===== config.mk =====
export PLATFORM = sky130hd
export DESIGN_NAME = ffla_ctrl
export DESIGN_NICKNAME = d
export VERILOG_FILES = /design/src/ffla_pkg.sv /design/src/ffla_ctrl.sv
export SDC_FILE = /design/constraint.sdc
export NUM_CORES = 1
export LEC_CHECK = 0
export BUFFER_PORTS_ARGS = -buffer_cell sky130_fd_sc_hd__clkbuf_2
export CAP_MARGIN = 20
export CORE_AREA = 2 2 39 41
export DETAILED_ROUTE_END_ITERATION = 12
export DIE_AREA = 0 0 41 43
export GPL_ROUTABILITY_DRIVEN = 0
export GPL_TIMING_DRIVEN = 0
export PLACE_DENSITY = 0.67
export SYNTH_ARGS = -nofsm -noshare
export SYNTH_HDL_FRONTEND = slang
export SYNTH_SLANG_ARGS = --single-unit

===== constraint.sdc =====
create_clock -name clock -period 1.7 [get_ports clock]
set_input_delay 0.255 -clock clock [delete_from_list [all_inputs] [get_ports clock]]
set_output_delay 0.255 -clock clock [all_outputs]
set_load 0.02 [all_outputs]

===== src/ffla_pkg.sv =====
// Package for the first-fit lifetime allocator.
// Holds the controller state type, status codes and the control/status structs.
package ffla_pkg;

   localparam int VAL_W = 36;

   localparam logic [1:0] ST_PLACED   = 2'd0;
   localparam logic [1:0] ST_DEFERRED = 2'd1;
   localparam logic [1:0] ST_FULL     = 2'd2;
   localparam logic [1:0] ST_OVERFLOW = 2'd3;

   typedef enum logic [3:0] {
      S_IDLE, S_DEC, S_RD, S_CHK, S_RND, S_FIN, S_PST, S_PRND, S_OUT
   } ffla_state_type;

   typedef struct packed {
      logic load;
      logic pass;
      logic rd;
      logic adv;
      logic rnd_start;
      logic rnd_pool;
      logic take_cand;
      logic take_pool;
      logic set_zero;
      logic set_full;
      logic fin;
      logic out_load;
   } ffla_cmd_type;

   typedef struct packed {
      logic size_zero;
      logic full;
      logic empty;
      logic hit;
      logic last;
      logic changed;
      logic rnd_done;
   } ffla_stat_type;

endpackage


===== src/ffla_ctrl.sv =====
// Controller state machine: scan passes, rounding, commit and output handshake.
// Depends on ffla_pkg.
module ffla_ctrl (
   input  logic                    clock,
   input  logic                    reset,
   input  logic                    req_valid,
   output logic                    req_ready,
   output logic                    rsp_valid,
   input  logic                    rsp_ready,
   input  ffla_pkg::ffla_stat_type stat,
   output ffla_pkg::ffla_cmd_type  cmd
);
   import ffla_pkg::*;

   ffla_state_type state_ff, state_in;
   logic           rsp_valid_ff, rsp_valid_in;

   always_ff @(posedge clock) begin
      if (reset) begin
         state_ff     <= S_IDLE;
         rsp_valid_ff <= 1'b0;
      end else begin
         state_ff     <= state_in;
         rsp_valid_ff <= rsp_valid_in;
      end
   end

   always_comb begin
      state_in     = state_ff;
      cmd          = '0;
      req_ready    = 1'b0;
      rsp_valid_in = rsp_valid_ff && !rsp_ready;
      case (state_ff)
         S_IDLE: begin
            req_ready = 1'b1;
            if (req_valid) begin
               cmd.load = 1'b1;
               state_in = S_DEC;
            end
         end
         S_DEC: begin
            if (stat.size_zero) begin
               cmd.set_zero = 1'b1;
               state_in     = S_PST;
            end else if (stat.full) begin
               cmd.set_full = 1'b1;
               state_in     = S_PST;
            end else if (stat.empty) begin
               state_in = S_FIN;
            end else begin
               cmd.pass = 1'b1;
               state_in = S_RD;
            end
         end
         S_RD: begin
            cmd.rd   = 1'b1;
            state_in = S_CHK;
         end
         S_CHK: begin
            if (stat.hit) begin
               cmd.rnd_start = 1'b1;
               state_in      = S_RND;
            end else if (!stat.last) begin
               cmd.adv  = 1'b1;
               state_in = S_RD;
            end else if (stat.changed) begin
               cmd.pass = 1'b1;
               state_in = S_RD;
            end else begin
               state_in = S_FIN;
            end
         end
         S_RND: begin
            if (stat.rnd_done) begin
               cmd.take_cand = 1'b1;
               if (stat.last) begin
                  cmd.pass = 1'b1;
               end else begin
                  cmd.adv = 1'b1;
               end
               state_in = S_RD;
            end
         end
         S_FIN: begin
            cmd.fin  = 1'b1;
            state_in = S_PST;
         end
         S_PST: begin
            cmd.rnd_start = 1'b1;
            cmd.rnd_pool  = 1'b1;
            state_in      = S_PRND;
         end
         S_PRND: begin
            if (stat.rnd_done) begin
               cmd.take_pool = 1'b1;
               state_in      = S_OUT;
            end
         end
         S_OUT: begin
            if (!rsp_valid_ff || rsp_ready) begin
               cmd.out_load = 1'b1;
               rsp_valid_in = 1'b1;
               state_in     = S_IDLE;
            end
         end
         default: begin
            state_in = S_IDLE;
         end
      endcase
   end

   assign rsp_valid = rsp_valid_ff;
endmodule


==> impl_results.md <==
- RSZ-0062 raised after global routing: yes
- Number of max-cap violations: 0
- Mean post-synth cell area: 6.971 µm²
- Netlist area before placement: 488.0 µm²
- Worst reg-to-reg path cell count: 4
- Leading cell types by total area after synthesis: sky130_fd_sc_hd__dfxtp_1 21%, sky130_fd_sc_hd__nor2b_1 12%, sky130_fd_sc_hd__nand2b_1 6.4%
- Post-route setup slack: 0.003059 ns
- Routed wirelength normalized by instance count: 11.75 µm
- Total wire length after detailed routing: 1351 µm
- Placeable Area: 1384 µm²
- Most area-hungry cell type in the Yosys netlist: sky130_fd_sc_hd__dfxtp_1
- Max IR drop VDD: 0.7703 mV
- Endpoint of the worst-slack reg-to-reg timing path: state_ff[1]
- Post-synthesis sequential area ratio: 20.51%
- Area share of the largest cell type after synthesis: 20.51%
- Final core area utilization: 53.44%
- Area of the die: 1763 µm²
- Number of slew-limit violations in the final report: 0
- Routed Antenna Nets: 0
- Remaining design rule violation count: 0
- Pin count of the biggest net entering global routing: 11
- Maximum clock skew at final layout: 0.001599 ns
- Crit path largest cell delay: 0.37 ns
- Pwr/cell area: 1545 nW/µm²
- Number of input and output port buffers inserted: 24
- Initial Utilization: 35.26%
- Most common cell in the netlist: sky130_fd_sc_hd__nor2b_1
- Count of filler cells inserted in the layout: 145
- Clock edge transition at the registers on the reported setup and hold paths: 0.04 ns
- Hold Path Stages: 2
- Leakage power: 0.0003178 µW
- Number of global-route vias before repair: 483
- Number of H-tree levels: 1
- Class of the most critical hold timing path: in2reg
- Routed vias: 598
- Post-placement setup slack: 0.1078 ns
- First-pass GRT wire length: 1980 µm
- Syn nets: 81
- Yosys reg bits: 5
- Clock sink count: 5
- CP arrival: 1.44 ns
- Most used standard cells in the synthesized netlist: 9 x sky130_fd_sc_hd__nor2b_1, 8 x sky130_fd_sc_hd__nor2_1, 6 x sky130_fd_sc_hd__a21oi_1
- Status: finished, final reports clean
- Number of antenna repair diodes: 0
- Minimum setup slack among reg-to-reg paths: 0.45 ns
- Kind of critical path: reg2out
- Layout cells sized above 1: 48.48%
- Vertical extent of the die: 43 µm
- Number of top-level pins: 25
- Endpoints failing hold: 0
- Total track usage: 16.08%
- Number of setup violations in the final report: 0
- Cell at the root of the clock tree: sky130_fd_sc_hd__clkbuf_4
- Tightest slew margin relative to the limit: 83.45%
- Tcrit/Tclk final: 99.82%
- Final worst path period need: 1.697 ns
- Min-Delay Startpoint: reset
- Largest buffer count on any clock path: 2
- Number of flops mapped to enable cells by yosys: 0
- Worst min-delay path endpoint: rsp_valid
- Initial detailed-routing violation count: 13
- Post-Syn Instances: 70
- Number of antenna violations at the first check in global routing: 0
- Maximum fanout along the worst path: 10
- Per-cell via count in the routed design: 5.200
- Clock tree from TritonCTS: yes
- Reg2reg start: state_ff[3]
- TritonCTS Buffers: 3
- Worst slew pin tran: 0.2464 ns
- Total overflow reported by the global router: 0
- Critical Path Sink Type: primary output
- Crit-path slowest cell: sky130_fd_sc_hd__dfxtp_2
- Endpoint required time on the critical path: 1.44 ns
- Async set or reset register ratio after synthesis: 0%
- P&R area growth vs syn: 51.54%
- Die width: 41 µm
- First-pass DRT Iterations: 4
- Most common flop cell mapped by yosys: sky130_fd_sc_hd__dfxtp_1
- Worst-Skew Late Latency: 0.24 ns
- Placed wire-length estimate after detailed placement: 982.6 µm
- Sequence of cells on the critical path: clkbuf_4 > nor2b_1 > a21oi_1 > nor3b_1 > buf_2
- Count of nets after finishing: 111
- Placement row count: 14
- Fmax: 0.5893 GHz
- Number of distinct library cells after synthesis: 29
- Yosys Warn Count: 0
- Critical Path Source Type: flop
==> power by group <==
part	switching, µW	leakage (µW)	total [µW]	internal, µW
clock	46.1	0.0000150	135	88.6
sequential	61.9	0.0000425	233	171
combinational	432	0.000260	774	342
==> through the flow <==
stage                     total power, µW  hold slack (ns)  area (µm²)  std cells  setup TNS [ns]
after global routing                 1243           0.2025       739.5        115         -0.3968
after CTS                            1030           0.2051       688.2        114        -0.03048
after detailed placement            854.8           0.4608       640.6        110               0
after floorplan                     690.3           0.3241       500.5         70        -0.04705
final                                1142           0.2136       739.5        115               0
after global placement              851.2           0.4566       640.6        110               0
==> logic make-up after synthesis <==
group | count (synthesis) | share of synthesized area (%)
simple gates | 42 | 51.28
compound gates | 17 | 22.31
buf+inv | 6 | 5.898
flops | 5 | 20.51
==> flip-flops by register name (all words and copies together) (netlist names) <==
register   cells
rsp_valid      1
state_ff       4
==> layout make-up <==
class,count,area [µm²],area share [%]
Buffer,4,31.28,4.230
Sequential cell,5,108.9,14.72
Timing Repair Buffer,25,135.1,18.27
Inverter,2,7.507,1.015
Multi-Input combinational cell,59,410.4,55.50
Tap cell,16,20.02,2.707
Clock buffer,4,26.28,3.553
==> routing by layer <==
metal,track usage [%],routed length (µm)
met4,6.000,0
met2,21.56,674
met5,0,0
met1,24.52,629
met3,3.141,48
==> worst max path at each step <==
stage          cells past startpoint  slack [ns]       to   startpoint
3_5_place_dp                       5        0.11   cmd[2]  state_ff[0]
3_3_place_gp                       5        0.11  cmd[10]  state_ff[0]
4_1_cts                            5       -0.02   cmd[8]  state_ff[1]
5_1_grt                            5       -0.14  cmd[10]  state_ff[1]
6_report                           5       0.003   cmd[7]  state_ff[2]
2_1_floorplan                      4       -0.05   cmd[8]  state_ff[1]
==> cell usage in the layout (no fill, tap or decap), types with 3 or more instances in the layout <==
cell	n
sky130_fd_sc_hd__nor2_1	7
sky130_fd_sc_hd__nor3_1	4
sky130_fd_sc_hd__clkbuf_2	20
sky130_fd_sc_hd__a21oi_1	6
sky130_fd_sc_hd__clkbuf_4	4
sky130_fd_sc_hd__nor2b_1	7
sky130_fd_sc_hd__buf_4	5
sky130_fd_sc_hd__o21ai_0	3
==> worst max-delay path, delay by kind of cell (launching register included) <==
family          cells  cell delay, ns
buf+inv             2            0.43
simple gates        2            0.36
flops               1            0.37
compound gates      1            0.05
==> timing repair <==
item	in CTS	in global routing
resized for setup	8	18
setup endpoints to repair	6	5
hold buffers	0	0
pin swaps	0	3
setup buffers	0	1
Power figures use the tool's default switching activity.
